### src/sv/dgp_pkg.sv
// shared types, codes and arithmetic helpers for the dpcm gap pixel predictor
// no dependencies; imported by the prediction pipeline, the top level and the testbench
`default_nettype none

package dgp_pkg;

    localparam int PIX_W      = 8;
    localparam int ERR_W      = 10;
    localparam int GRAD_W     = 10;
    localparam int CFG_IDX_W  = 2;
    localparam int CFG_DATA_W = 16;
    localparam int FW_BITS    = 11;
    localparam int FH_BITS    = 16;
    localparam int MODE_BITS  = 3;

    localparam int PRED_FIRST   = 128;
    localparam int GAP_T_SHARP  = 80;
    localparam int GAP_T_MED    = 32;
    localparam int GAP_T_SOFT   = 8;
    localparam int MIN_FW       = 3;

    // configuration register indexes
    localparam logic [CFG_IDX_W-1:0] CFG_PREDICT_MODE = 2'd0;
    localparam logic [CFG_IDX_W-1:0] CFG_FRAME_WIDTH  = 2'd1;
    localparam logic [CFG_IDX_W-1:0] CFG_FRAME_HEIGHT = 2'd2;

    // predict_mode codes
    localparam logic [MODE_BITS-1:0] MODE_NORTH = 3'd2;
    localparam logic [MODE_BITS-1:0] MODE_AVG   = 3'd3;
    localparam logic [MODE_BITS-1:0] MODE_CALIC = 3'd4;

    typedef enum logic [1:0] {
        T_WEST  = 2'd0,
        T_OTHER = 2'd1,
        T_ERROR = 2'd2
    } t_tcode;

    // which predictor a pixel uses, decided from its position and the mode
    typedef enum logic [2:0] {
        SEL_FIRST = 3'd0,
        SEL_W     = 3'd1,
        SEL_N     = 3'd2,
        SEL_AVG   = 3'd3,
        SEL_GAP   = 3'd4
    } t_sel;

    // one pixel with its causal neighborhood, as it enters the pipeline
    typedef struct packed {
        logic [PIX_W-1:0] x;
        logic [PIX_W-1:0] w;
        logic [PIX_W-1:0] ww;
        logic [PIX_W-1:0] nw;
        logic [PIX_W-1:0] n;
        logic [PIX_W-1:0] ne;
        logic [PIX_W-1:0] nn;
        logic [PIX_W-1:0] nne;
        t_sel             sel;
        logic             last;
    } t_ctx;

    typedef struct packed {
        logic [PIX_W-1:0]        x;
        logic [PIX_W-1:0]        w;
        logic [PIX_W-1:0]        n;
        t_sel                    sel;
        logic                    last;
        logic [GRAD_W-1:0]       dh;
        logic [GRAD_W-1:0]       dv;
        logic signed [ERR_W-1:0] p;
        logic                    binary;
        logic                    has_other;
        logic [PIX_W-1:0]        other;
    } t_s1;

    typedef struct packed {
        logic [PIX_W-1:0]        x;
        logic signed [ERR_W-1:0] pred;
        t_tcode                  t;
        logic                    last;
    } t_s2;

    function automatic logic [PIX_W-1:0] absd(input logic [PIX_W-1:0] a,
                                              input logic [PIX_W-1:0] b);
        return (a > b) ? (a - b) : (b - a);
    endfunction

    // signed halving and quartering that truncate toward zero
    function automatic logic signed [11:0] sdiv2(input logic signed [11:0] a);
        logic signed [11:0] b;
        b = a + (a[11] ? 12'sd1 : 12'sd0);
        return b >>> 1;
    endfunction

    function automatic logic signed [11:0] sdiv4(input logic signed [11:0] a);
        logic signed [11:0] b;
        b = a + (a[11] ? 12'sd3 : 12'sd0);
        return b >>> 2;
    endfunction

endpackage

`default_nettype wire

### src/sv/dgp_pred_pipe.sv
// prediction pipeline: gradients and binary check, predictor select, error out
// depends on dgp_pkg
`default_nettype none

module dgp_pred_pipe (
    input  wire logic                            i_clk,
    input  wire logic                            i_rst_n,
    input  wire logic                            i_load,
    input  wire dgp_pkg::t_ctx                   i_ctx,
    output logic                                 o_ready,
    output logic                                 o_valid,
    input  wire logic                            i_stall,
    output logic signed [dgp_pkg::ERR_W-1:0]     o_pred_error,
    output logic        [1:0]                    o_t_code,
    output logic                                 o_frame_last
);
    import dgp_pkg::*;

    logic r_v1, r_v2, r_vo;
    t_s1  r_s1, n_s1;
    t_s2  r_s2, n_s2;
    logic signed [ERR_W-1:0] r_err;
    t_tcode r_t;
    logic   r_last;

    logic ready_o, ready2, ready1;

    assign ready_o = !r_vo || !i_stall;
    assign ready2  = !r_v2 || ready_o;
    assign ready1  = !r_v1 || ready2;
    assign o_ready = ready1;

    // stage 1: gradients, base gap value, two-value check
    logic [PIX_W-1:0] nb [6];
    logic [5:0]       diff_w;
    logic             bin;
    logic [PIX_W-1:0] oth;
    logic signed [11:0] sp;

    always_comb begin
        nb[0] = i_ctx.ww;
        nb[1] = i_ctx.nw;
        nb[2] = i_ctx.n;
        nb[3] = i_ctx.ne;
        nb[4] = i_ctx.nn;
        nb[5] = i_ctx.nne;
        for (int i = 0; i < 6; i++) begin
            diff_w[i] = (nb[i] != i_ctx.w);
        end
        // binary when every pair that differs from w agrees
        bin = 1'b1;
        for (int i = 0; i < 6; i++) begin
            for (int j = i + 1; j < 6; j++) begin
                if (diff_w[i] && diff_w[j] && (nb[i] != nb[j])) begin
                    bin = 1'b0;
                end
            end
        end
        oth = i_ctx.w;
        for (int i = 5; i >= 0; i--) begin
            if (diff_w[i]) begin
                oth = nb[i];
            end
        end
        sp = $signed(12'(({2'b00, i_ctx.w} + {2'b00, i_ctx.n}) >> 1))
           + sdiv4($signed({4'b0000, i_ctx.ne}) - $signed({4'b0000, i_ctx.nw}));

        n_s1.x         = i_ctx.x;
        n_s1.w         = i_ctx.w;
        n_s1.n         = i_ctx.n;
        n_s1.sel       = i_ctx.sel;
        n_s1.last      = i_ctx.last;
        n_s1.dh        = GRAD_W'(absd(i_ctx.w, i_ctx.ww)) + GRAD_W'(absd(i_ctx.n, i_ctx.nw))
                       + GRAD_W'(absd(i_ctx.ne, i_ctx.n));
        n_s1.dv        = GRAD_W'(absd(i_ctx.w, i_ctx.nw)) + GRAD_W'(absd(i_ctx.n, i_ctx.nn))
                       + GRAD_W'(absd(i_ctx.ne, i_ctx.nne));
        n_s1.p         = sp[ERR_W-1:0];
        n_s1.binary    = bin;
        n_s1.has_other = |diff_w;
        n_s1.other     = oth;
    end

    // stage 2: gradient thresholds and predictor select
    logic signed [10:0] d;
    logic signed [11:0] p12, p3, hp, qp, w12, n12, gap, pr;
    t_tcode             tc;

    always_comb begin
        d   = $signed({1'b0, r_s1.dv}) - $signed({1'b0, r_s1.dh});
        p12 = {{(12-ERR_W){r_s1.p[ERR_W-1]}}, r_s1.p};
        p3  = p12 + (p12 <<< 1);
        hp  = sdiv2(p12);
        qp  = sdiv4(p3);
        w12 = $signed({4'b0000, r_s1.w});
        n12 = $signed({4'b0000, r_s1.n});

        if (d > GAP_T_SHARP) begin
            gap = w12;
        end else if (d < -GAP_T_SHARP) begin
            gap = n12;
        end else if (d > GAP_T_MED) begin
            gap = hp + (w12 >>> 1);
        end else if (d < -GAP_T_MED) begin
            gap = hp + (n12 >>> 1);
        end else if (d > GAP_T_SOFT) begin
            gap = qp + (w12 >>> 2);
        end else if (d < -GAP_T_SOFT) begin
            gap = qp + (n12 >>> 2);
        end else begin
            gap = p12;
        end

        tc = T_ERROR;
        case (r_s1.sel)
            SEL_FIRST: pr = 12'(PRED_FIRST);
            SEL_W:     pr = w12;
            SEL_N:     pr = n12;
            SEL_AVG:   pr = (w12 >>> 1) + (n12 >>> 1);
            SEL_GAP: begin
                pr = gap;
                if (r_s1.binary && (r_s1.x == r_s1.w)) begin
                    tc = T_WEST;
                end else if (r_s1.binary && r_s1.has_other && (r_s1.x == r_s1.other)) begin
                    tc = T_OTHER;
                end
            end
            default:   pr = w12;
        endcase

        n_s2.x    = r_s1.x;
        n_s2.pred = pr[ERR_W-1:0];
        n_s2.t    = tc;
        n_s2.last = r_s1.last;
    end

    logic signed [ERR_W:0] err;
    assign err = $signed({3'b000, r_s2.x}) - $signed({r_s2.pred[ERR_W-1], r_s2.pred});

    always_ff @(posedge i_clk) begin
        if (!i_rst_n) begin
            r_v1 <= 1'b0;
            r_v2 <= 1'b0;
            r_vo <= 1'b0;
        end else begin
            if (ready1) begin
                r_v1 <= i_load;
            end
            if (ready2) begin
                r_v2 <= r_v1;
            end
            if (ready_o) begin
                r_vo <= r_v2;
            end
        end
    end

    always_ff @(posedge i_clk) begin
        if (ready1 && i_load) begin
            r_s1 <= n_s1;
        end
        if (ready2) begin
            r_s2 <= n_s2;
        end
        if (ready_o) begin
            r_err  <= (r_s2.t == T_ERROR) ? err[ERR_W-1:0] : '0;
            r_t    <= r_s2.t;
            r_last <= r_s2.last;
        end
    end

    assign o_valid      = r_vo;
    assign o_pred_error = r_err;
    assign o_t_code     = r_t;
    assign o_frame_last = r_last;

endmodule

`default_nettype wire

### config.mk
export PLATFORM = sky130hd
export DESIGN_NAME = dgp_pred_pipe
export DESIGN_NICKNAME = d
export VERILOG_FILES = /design/src/sv/dgp_pkg.sv /design/src/sv/dgp_pred_pipe.sv
export SDC_FILE = /design/constraint.sdc
export NUM_CORES = 1
export LEC_CHECK = 0
export ABC_AREA = 1
export BUFFER_PORTS_ARGS = -buffer_cell sky130_fd_sc_hd__buf_4
export CAP_MARGIN = 10
export CORE_ASPECT_RATIO = 0.8
export CORE_MARGIN = 2
export CORE_UTILIZATION = 55
export DETAILED_ROUTE_END_ITERATION = 6
export PLACE_DENSITY_LB_ADDON = 0.2
export SYNTH_ARGS = -nofsm -noshare
export SYNTH_HDL_FRONTEND = slang
export SYNTH_SLANG_ARGS = --single-unit
### constraint.sdc
create_clock -name i_clk -period 16 [get_ports i_clk]
set_clock_uncertainty 0.1 [all_clocks]
set_input_delay 3.2 -clock i_clk [delete_from_list [all_inputs] [get_ports i_clk]]
set_output_delay 3.2 -clock i_clk [all_outputs]
set_load 0.05 [all_outputs]
==> results of run 1 <==
## cell families (layout without fill, tap and decap cells)
logic type / count (synthesis) / count (layout)
compound gates: 359 / 359
xor+xnor: 175 / 175
fa+ha+maj: 235 / 235
buf+inv: 420 / 486
flops: 105 / 105
mux: 8 / 8
other cells: 0 / 1
simple gates: 808 / 808
## registers in the layout, indices dropped and copies added (netlist names)
| name | count |
|---|---|
| o_t_code | 2 |
| o_frame_last | 1 |
| n_s2 | 9 |
| p12 | 10 |
| n12 | 8 |
| o_valid | 1 |
| r_s2 | 21 |
| o_pred_error | 10 |
| r_s1 | 41 |
| r_v2 | 1 |
| r_v1 | 1 |
## area by class of cell
cell class | count | area, µm² | area share [%]
multi-input combinational | 1585 | 10400 | 63.4
sequential | 105 | 3120 | 19.1
inverter | 381 | 1430 | 8.73
timing repair buffer | 89 | 668 | 4.08
tap | 364 | 455 | 2.78
clock buffer | 10 | 229 | 1.40
clock inverter | 6 | 83.8 | 0.512
antenna | 1 | 2.50 | 0.0153
## worst reg2reg max path: stages (launching register included)
cell	delay, ns
edfxtp_1	0.50
ha_1	0.27
fa_1	0.41
nand2_1	0.08
nand2_1	0.10
nand2_1	0.08
nand2_1	0.05
nand2_1	0.10
nand3_2	0.15
xnor2_1	0.40
ha_1	0.29
nand4_1	0.12
o211ai_1	0.35
nand2_1	0.09
nand2_1	0.11
nand3_1	0.13
nor3b_2	0.24
a21oi_1	0.09
o21ai_1	0.10
nand3_1	0.16
a21oi_1	0.32
## layer usage
metal | track usage [%] | vias up
met5 | 0 | -
met4 | 6.53 | 2
met3 | 10.0 | 106
met2 | 49.6 | 828
met1 | 54.3 | 6811
li1 | - | 7017
## final timing paths
check	start	to	slack, ns	depth (start not counted)
worst max register to register	p12[1]$_DFFE_PP_	r_s2[12]$_DFFE_PP_	11.56	20
worst min-delay path	r_s2[0]$_DFFE_PP_	o_frame_last$_DFFE_PP_	0.33	0
worst min register to register	r_s2[0]$_DFFE_PP_	o_frame_last$_DFFE_PP_	0.33	0
worst max-delay path	i_stall	o_ready	7.71	7
## power by group
group          leakage, nW  internal (mW)  switching [mW]
clock                0.153          0.126           0.108
sequential            1.05          0.407          0.0469
combinational         7.16          0.825            1.50
total                 8.36           1.36            1.66
## synthesized netlist by cell type (7+ instances only)
cell      count  share of area (%)
clkbuf_1     28               0.69
a21oi_1     153                5.1
xor2_1      102                5.9
o21bai_1      9               0.45
inv_1       367                9.1
o211ai_1     12               0.60
a21o_1        7               0.35
ha_1        194                 16
nand2_2       9               0.37
o21ai_0     115                3.8
nand2_1     503                 12
a221oi_1      7               0.41
o22ai_1      14               0.58
nand3_1      75                2.5
nor3_1       20               0.66
nor4_1       11               0.45
mux2i_1       7               0.46
inv_2        10               0.25
fa_1         41                5.4
nor2_1      100                2.5
o21ai_1      10               0.33
xnor2_1      73                4.2
nand4_1      57                2.4
edfxtp_1    102                 20
## stage by stage
stage / area, µm² / power, mW / hold WS, ns / utilization [%] / setup WS, ns
after floorplan: 15100 / 2.24 / 0.300 / - / 8.16
after global placement: 16100 / 2.68 / 0.311 / 59.2 / 7.74
after detailed placement: 16100 / 2.73 / 0.315 / 59.2 / 7.64
after CTS: 16400 / 2.98 / 0.329 / 60.3 / 7.65
after global routing: 16400 / 3.34 / 0.346 / 60.3 / 7.44
final: 16400 / 3.01 / 0.328 / 60.3 / 7.71
==> metrics.cfg, run 1 <==
[sta]
period_share_pct=51.8
worst_pin_slew_ns=0.899
finalSetupViolCount=0
setup_tns_ns=0
rsz0062_at_grt=false
fin_crit_ns=8.29
slew_headroom_pct=40.0
fmax_ghz=0.121
maxSlewViolCount=0
hold_violations=0

[detailed_routing]
wl_met2_mm=19.8
finalWirelength_mm=51.1
vias_per_cell=5.81
dr.pass1.iters=6
top_layer=met5
wl_met3_mm=6.71
vias=14800
postRouteAntennaNets=0
wl_met1_mm=23.5
drtIter0Drc=1713
avgRoutedWirePerCell_um=20.1
drc_errors=0

[layout]
synthToLayoutAreaGrowth_pct=8.30
final_cells=2541
nFillCells=2588
final_cell_mix=nand2_1, inv_1, ha_1
final_common_cell=nand2_1
nNetsFinal=2478
layout-drive-gt1-share_pct=6.94

[worst_setup_path]
path_cells=buf_4 > nand2_1 > nor2_1 > inv_1 > nor2_1 > inv_1 > buf_4
worstSetupEndpointType=output port
path_class=input port to output port
cp_slowest_cell=inv_1
cp_num_buf_inv=4
crit_arrival_ns=4.99
critical-path-top-delay-family=buffers and inverters
start_kind=input port
cp.required_ns=12.70
critPathMaxStageDelay_ns=0.63
critPathMaxFanout=23

[die]
start_util_pct=55.7
rows=54
fp.dieH_um=152
die_w_um=189
io_pins=87
die_area_um2=28900
core_area_um2=27200

[grt]
grt-ovfl-total=0
grt_pass1_wl_mm=78.4
grt_start_max_net_pins=37
track_usage_pct=35.5
grt_pass1_vias=13700
antenna_found_initial=2

[clock_tree]
ctsResizeCount=0
cts_tree=built
root_buffer=clkbuf_16
clk_latency_ns=0.36
cts_buffer_depth=2
htreeDepth=3
cts-buffers-inserted=9
cts_sinks=105
cts.reportedPaths.clkPinSlew_ns=0.08
cts_setup_buffers=0
holdBufCountCts=0

[synth]
synth.avg_cell_area_um2=7.17
syn_nets=2417
synth_top_family_by_area=simple AND/OR/NAND/NOR gates
syn_inst=2110
ys_ff_latch=105
synth_edf_count=102
synth_flop_cell=edfxtp_1
synthMuxAreaShare_pct=0.538
synth_xor_area_share_pct=10.1
ys_types=59
yosysWarnings=0
async_flop_share_pct=0
ys_seq_area_share_pct=20.6
yosys.area_share.simple_pct=23.2
synth_area_um2=15100
synth_compound_area_share_pct=13.3
yosys.area_share.adder_pct=21.5

[min_path]
hp-class=register to register

[placement]
gp_congestion=1.10
hpwl_mm=41.3
dp_cells=2524
io_buffer_count=86

[power_and_ir_drop]
leakage_nw=8.36
power_density_nw_per_um2=184
ir_drop_mv=0.148

[status]
status=completed

[job]
max_cap_violations=0

Power figures use the tool's default switching activity.
==> run 2: changes to the inputs <==
clock period = 7.92 ns   (was 16 ns; I/O delays follow)
==> metrics.cfg, run 2 (synthesized netlist as in run 1, its figures left out) <==
[placement]
gp_congestion=1.07  ; -3.4%
hpwl_mm=44.2  ; +7.0%
io_buffer_count=86  ; unchanged

[clock_tree]
ctsResizeCount=0  ; unchanged
cts_sinks=105  ; unchanged
root_buffer=clkbuf_16
holdBufCountCts=0  ; unchanged
cts.reportedPaths.clkPinSlew_ns=0.07  ; about the same
cts_buffer_depth=2  ; unchanged
cts-buffers-inserted=9  ; unchanged
cts_setup_buffers=0  ; unchanged
clk_latency_ns=0.37  ; about the same
htreeDepth=3  ; unchanged
cts_tree=built

[sta]
period_share_pct=77.7
rsz0062_at_grt=false
fin_crit_ns=6.16
fmax_ghz=0.162
slew_headroom_pct=36.5  ; -3.4 points
worst_pin_slew_ns=0.951  ; +0.0526 ns
setup_tns_ns=0  ; unchanged
maxSlewViolCount=0  ; unchanged
hold_violations=0  ; unchanged
finalSetupViolCount=0  ; unchanged

[detailed_routing]
postRouteAntennaNets=0  ; unchanged
drc_errors=13  ; +13
dr.pass1.iters=7  ; +1
avgRoutedWirePerCell_um=21.7  ; +7.9%
vias_per_cell=5.91  ; +1.8%
vias=15000  ; +1.8%
finalWirelength_mm=55.2  ; +7.9%
drtIter0Drc=1920  ; +12%

[layout]
layout-drive-gt1-share_pct=6.99  ; +0.046 points
final_common_cell=nand2_1
final_cell_mix=nand2_1, inv_1, ha_1
largest_reg_flops=41  ; unchanged
largestRegisters=r_s1 (41), r_s2 (21)
regMostFlops=r_s1
nNetsFinal=2478  ; unchanged
synthToLayoutAreaGrowth_pct=8.36  ; about the same

[grt]
grt-ovfl-total=0  ; unchanged
grt_start_max_net_pins=39  ; +5.4%
track_usage_pct=38.2  ; +2.7 points
grt_pass1_vias=14000  ; +1.7%
grt_pass1_wl_mm=82.9  ; +5.8%
antenna_found_initial=0  ; -2

[worst_setup_path]
reg2reg_to=r_s2[11]$_DFFE_PP_
reg2reg_slack_ns=3.61  ; -7.95 ns
worstSetupEndpointType=register
path_class=input port to register
cp.required_ns=7.94  ; -4.76 ns
r2r_start=p12[1]$_DFFE_PP_
critical_path.startpoint=i_ctx[10]
rr_worst_depth=17  ; -15%
critPathCapture=r_s1[28]$_DFFE_PP_
crit_arrival_ns=6.17  ; +1.18 ns
start_kind=input port
critPathMaxFanout=9  ; -61%

[status]
violations=design-rule violations
status=finished, violations left

[die]
core_area_um2=27200  ; unchanged
rows=54  ; unchanged
die_w_um=189  ; unchanged
io_pins=87  ; unchanged
die_area_um2=28900  ; unchanged
start_util_pct=55.7  ; unchanged
fp.dieH_um=152  ; unchanged

[min_path]
min_from=r_s2[0]$_DFFE_PP_
hp-class=register to register

[power_and_ir_drop]
power_density_nw_per_um2=377  ; +110%
p_total_mw=6.19  ; +110%
leakage_nw=8.37  ; about the same
ir_drop_mv=0.420  ; +180%

[job]
max_cap_violations=0  ; unchanged

[run 2: layout make-up]
cell class	instances	area (µm²)
Clock inverter	5	68.8
Tap cell	364	455
Inverter	381	1430
Antenna cell	1	2.50
Sequential cell	105	3120
Clock buffer	11	253
Multi-Input combinational cell	1585	10400
Timing Repair Buffer	89	668
Fill cell	2504	10800
[run 2: power breakdown]
part / switching [mW] / internal (mW)
combinational: 3.09 / 1.68
sequential: 0.103 / 0.823
clock: 0.222 / 0.268
[run 2: layer usage]
metal	global-route usage, %	vias up	wire length, µm
met5	0	-	0
met4	9.75	0	1360
met3	11.5	97	7350
met2	52.7	945	21500
met1	57.6	6958	24900
li1	-	7030	-
[run 2: worst min path at each step]
stage,endpoint,depth (start not counted)
2_1_floorplan,o_frame_last$_DFFE_PP_,0
3_3_place_gp,r_s2[0]$_DFFE_PP_,0
3_5_place_dp,o_frame_last$_DFFE_PP_,0
4_1_cts,o_frame_last$_DFFE_PP_,0
5_1_grt,r_s2[0]$_DFFE_PP_,0
6_report,o_frame_last$_DFFE_PP_,0
[run 2: worst max-delay path, stage by stage]
cell	delay (ns)
buf_4	0.19
inv_1	0.24
ha_1	0.46
inv_1	0.10
nor3_1	0.33
nand3_1	0.40
nand2_1	0.40
mux2i_1	0.32
xor2_1	0.17
inv_1	0.10
fa_1	0.45
ha_1	0.38
a21oi_1	0.15
nand2_1	0.09
a21oi_1	0.15
nor2_1	0.07
nor2_1	0.11
nor2_1	0.07
o21ai_0	0.17
nand2_1	0.09
xnor2_1	0.12
[run 2: stage by stage]
step	std cells	util (%)	hold WS, ns	setup WS (ns)	instance area (µm²)
floorplan	2110	-	0.300	1.88	15100
global placement	2524	59.2	0.305	1.58	16100
detailed placement	2524	59.2	0.318	1.50	16100
CTS	2540	60.4	0.324	1.89	16400
global route	2540	60.4	0.342	1.48	16400
finish	2541	60.4	0.338	1.76	16400
==> run 3: changes to the inputs <==
ABC_AREA = 0   (was 1)
clock period = 5.4 ns   (was 7.92 ns; I/O delays follow)
==> metrics.cfg, run 3 <==
[grt]
antenna_found_initial=3  ; +3
grt_pass1_vias=12900  ; -7.9%
grt_pass1_wl_mm=74.5  ; -10%
grt_start_max_net_pins=40  ; +2.6%
grt-ovfl-total=0  ; unchanged
track_usage_pct=34.7  ; -3.5 points

[die]
io_pins=87  ; unchanged
start_util_pct=56.3  ; +0.63 points
die_area_um2=28400  ; -1.7%
core_area_um2=26400  ; -2.8%
die_w_um=188  ; -0.85%
rows=53  ; -1.9%
fp.dieH_um=151  ; -0.84%

[worst_setup_path]
worstSetupEndpointType=register
critical-path-top-delay-family=compound AO/OA/AOI/OAI gates
path_class=input port to register
start_kind=input port
path_cells=buf_4 > inv_1 > ha_1 > inv_1 > fa_1 > a21o_1 > a21oi_1 > o22ai_1 > o21a_2 > mux2_2 > a21o_1 > a21oi_1 > xnor2_2 > fa_1 > ha_1 > a21oi_1 > o21ai_0 > a21oi_1 > o21bai_1 > a21oi_1 > xor2_1
critPathMaxStageDelay_ns=0.45  ; about the same
cp.required_ns=5.40  ; -2.54 ns
critPathMaxFanout=5  ; -4
cp_slowest_cell=fa_1
cp_num_buf_inv=3  ; -1
crit_arrival_ns=5.19  ; -0.98 ns
crit_top_cell=a21oi_1

[sta]
slew_headroom_pct=43.8  ; +7.3 points
period_share_pct=96.2
hold_violations=0  ; unchanged
fmax_ghz=0.193
finalSetupViolCount=0  ; unchanged
worst_pin_slew_ns=0.836  ; -0.115 ns
fin_crit_ns=5.19
maxSlewViolCount=0  ; unchanged

[power_and_ir_drop]
p_total_mw=9.83  ; +59%
ir_drop_mv=0.559  ; +33%
leakage_nw=7.57  ; -9.6%
power_density_nw_per_um2=577  ; +53%

[layout]
synthToLayoutAreaGrowth_pct=14.5
utilization_pct=64.5  ; +4.2 points
largestRegisters=r_s1 (41), r_s2 (21)
largest_reg_flops=41  ; unchanged
nFillCells=2309  ; -7.8%
final_common_cell=buf_4
layout-drive-gt1-share_pct=15.9  ; +8.9 points
regMostFlops=r_s1
final_cell_mix=buf_4, ha_1, inv_1
nNetsFinal=2135  ; -14%

[synth]
synth_area_um2=14900  ; -1.7%
synth.avg_cell_area_um2=8.94  ; +25%
synth.area.top_cells=edfxtp_1, ha_1, xnor2_1
ys_seq_area_share_pct=21.0  ; +0.36 points
synth_edf_count=102  ; unchanged
async_flop_share_pct=0  ; unchanged
netlist.area_leader.share_pct=20.6  ; +0.36 points
ys_ff_latch=105  ; unchanged
yosysWarnings=0  ; unchanged
syn_inst=1663  ; -21%
synth_flop_cell=edfxtp_1
ys_types=95  ; +61%
yosys.cell_count.top_type=ha_1
synth_common_cells=ha_1, inv_1, xnor2_1
synth_area_leader_cell=edfxtp_1
syn_nets=1970  ; -18%

[detailed_routing]
finalWirelength_mm=49.2  ; -11%
dr.pass1.iters=6  ; -1
drtIter0Drc=1544  ; -20%
drc_errors=0  ; -13
postRouteAntennaNets=0  ; unchanged
vias_per_cell=6.19  ; +4.6%
avgRoutedWirePerCell_um=22.4  ; +3.4%
vias=13600  ; -9.8%

[clock_tree]
cts-buffers-inserted=9  ; unchanged
cts_buffer_depth=2  ; unchanged
holdBufCountCts=0  ; unchanged
clk_latency_ns=0.36  ; about the same
cts_setup_buffers=0  ; unchanged
cts_tree=built
root_buffer=clkbuf_16
cts.reportedPaths.clkPinSlew_ns=0.08  ; about the same
cts_sinks=105  ; unchanged
htreeDepth=3  ; unchanged

[min_path]
hp-class=register to register

[placement]
hpwl_mm=40.0  ; -9.4%
io_buffer_count=86  ; unchanged
gp_congestion=1.04  ; -2.9%

[status]
status=completed

[job]
max_cap_violations=0  ; unchanged

[run 3: area by class of cell]
| cell class | count | area (µm²) | area share (%) |
|---|---|---|---|
| multi-input cells | 1328 | 10900 | 64.1 |
| flip-flops and latches | 105 | 3120 | 18.3 |
| repair buffers | 213 | 1600 | 9.39 |
| inverters | 171 | 642 | 3.77 |
| well taps | 357 | 447 | 2.62 |
| clock buffers | 10 | 239 | 1.40 |
| clock inverters | 6 | 67.6 | 0.397 |
| diodes | 1 | 2.50 | 0.0147 |
[run 3: cells by family after synthesis]
logic type	Yosys count	share of synthesized area [%]
AO/OA/AOI/OAI	444	20.3
XOR/XNOR	243	14.4
adder cells (fa/ha/maj)	237	22.0
buffers and inverters	230	5.92
flip-flops	105	21.0
multiplexers	56	3.92
AND/OR/NAND/NOR	348	12.5
[run 3: path summary, 6_finish.rpt]
path	end	depth (start not counted)	slack (ns)	start
max reg2reg	r_s2[12]$_DFFE_PP_	15	0.46	p12[1]$_DFFE_PP_
min reg2reg	r_s2[0]$_DFFE_PP_	0	0.33	n_s2[0]$_DFFE_PP_
max	r_s1[28]$_DFFE_PP_	21	0.21	i_ctx[28]
min	r_s2[0]$_DFFE_PP_	0	0.33	n_s2[0]$_DFFE_PP_
[run 3: layer usage]
metal,vias to the layer above,global-route usage (%),routed length (µm)
met4,2,7.28,1280
met3,109,9.20,6480
met2,770,50.2,19300
met1,6362,51.5,22100
met5,-,0,9
li1,6315,-,-
[run 3: timing repair]
item                                    4_1_cts  5_1_grt
gates resized for setup                       0       13
endpoints found under the setup margin        0        9
endpoints found under the hold margin         0        0
[run 3: where the power goes]
group | internal, mW | switching, mW
clock | 0.340 | 0.327
sequential | 1.24 | 0.215
combinational | 3.23 | 4.48
total | 4.81 | 5.03
[run 3: metrics by stage]
step | TNS (ns) | hold slack [ns] | instance area (µm²) | setup WS (ns) | std cells
2_1_floorplan | -0.0245 | 0.300 | 14900 | -0.0245 | 1663
3_3_place_gp | -0.0762 | 0.305 | 16700 | -0.0369 | 2174
3_5_place_dp | -0.834 | 0.317 | 16700 | -0.188 | 2174
4_1_cts | 0 | 0.336 | 17000 | 0.187 | 2190
5_1_grt | -0.0106 | 0.343 | 17000 | -0.0106 | 2190
6_report | 0 | 0.333 | 17000 | 0.207 | 2191
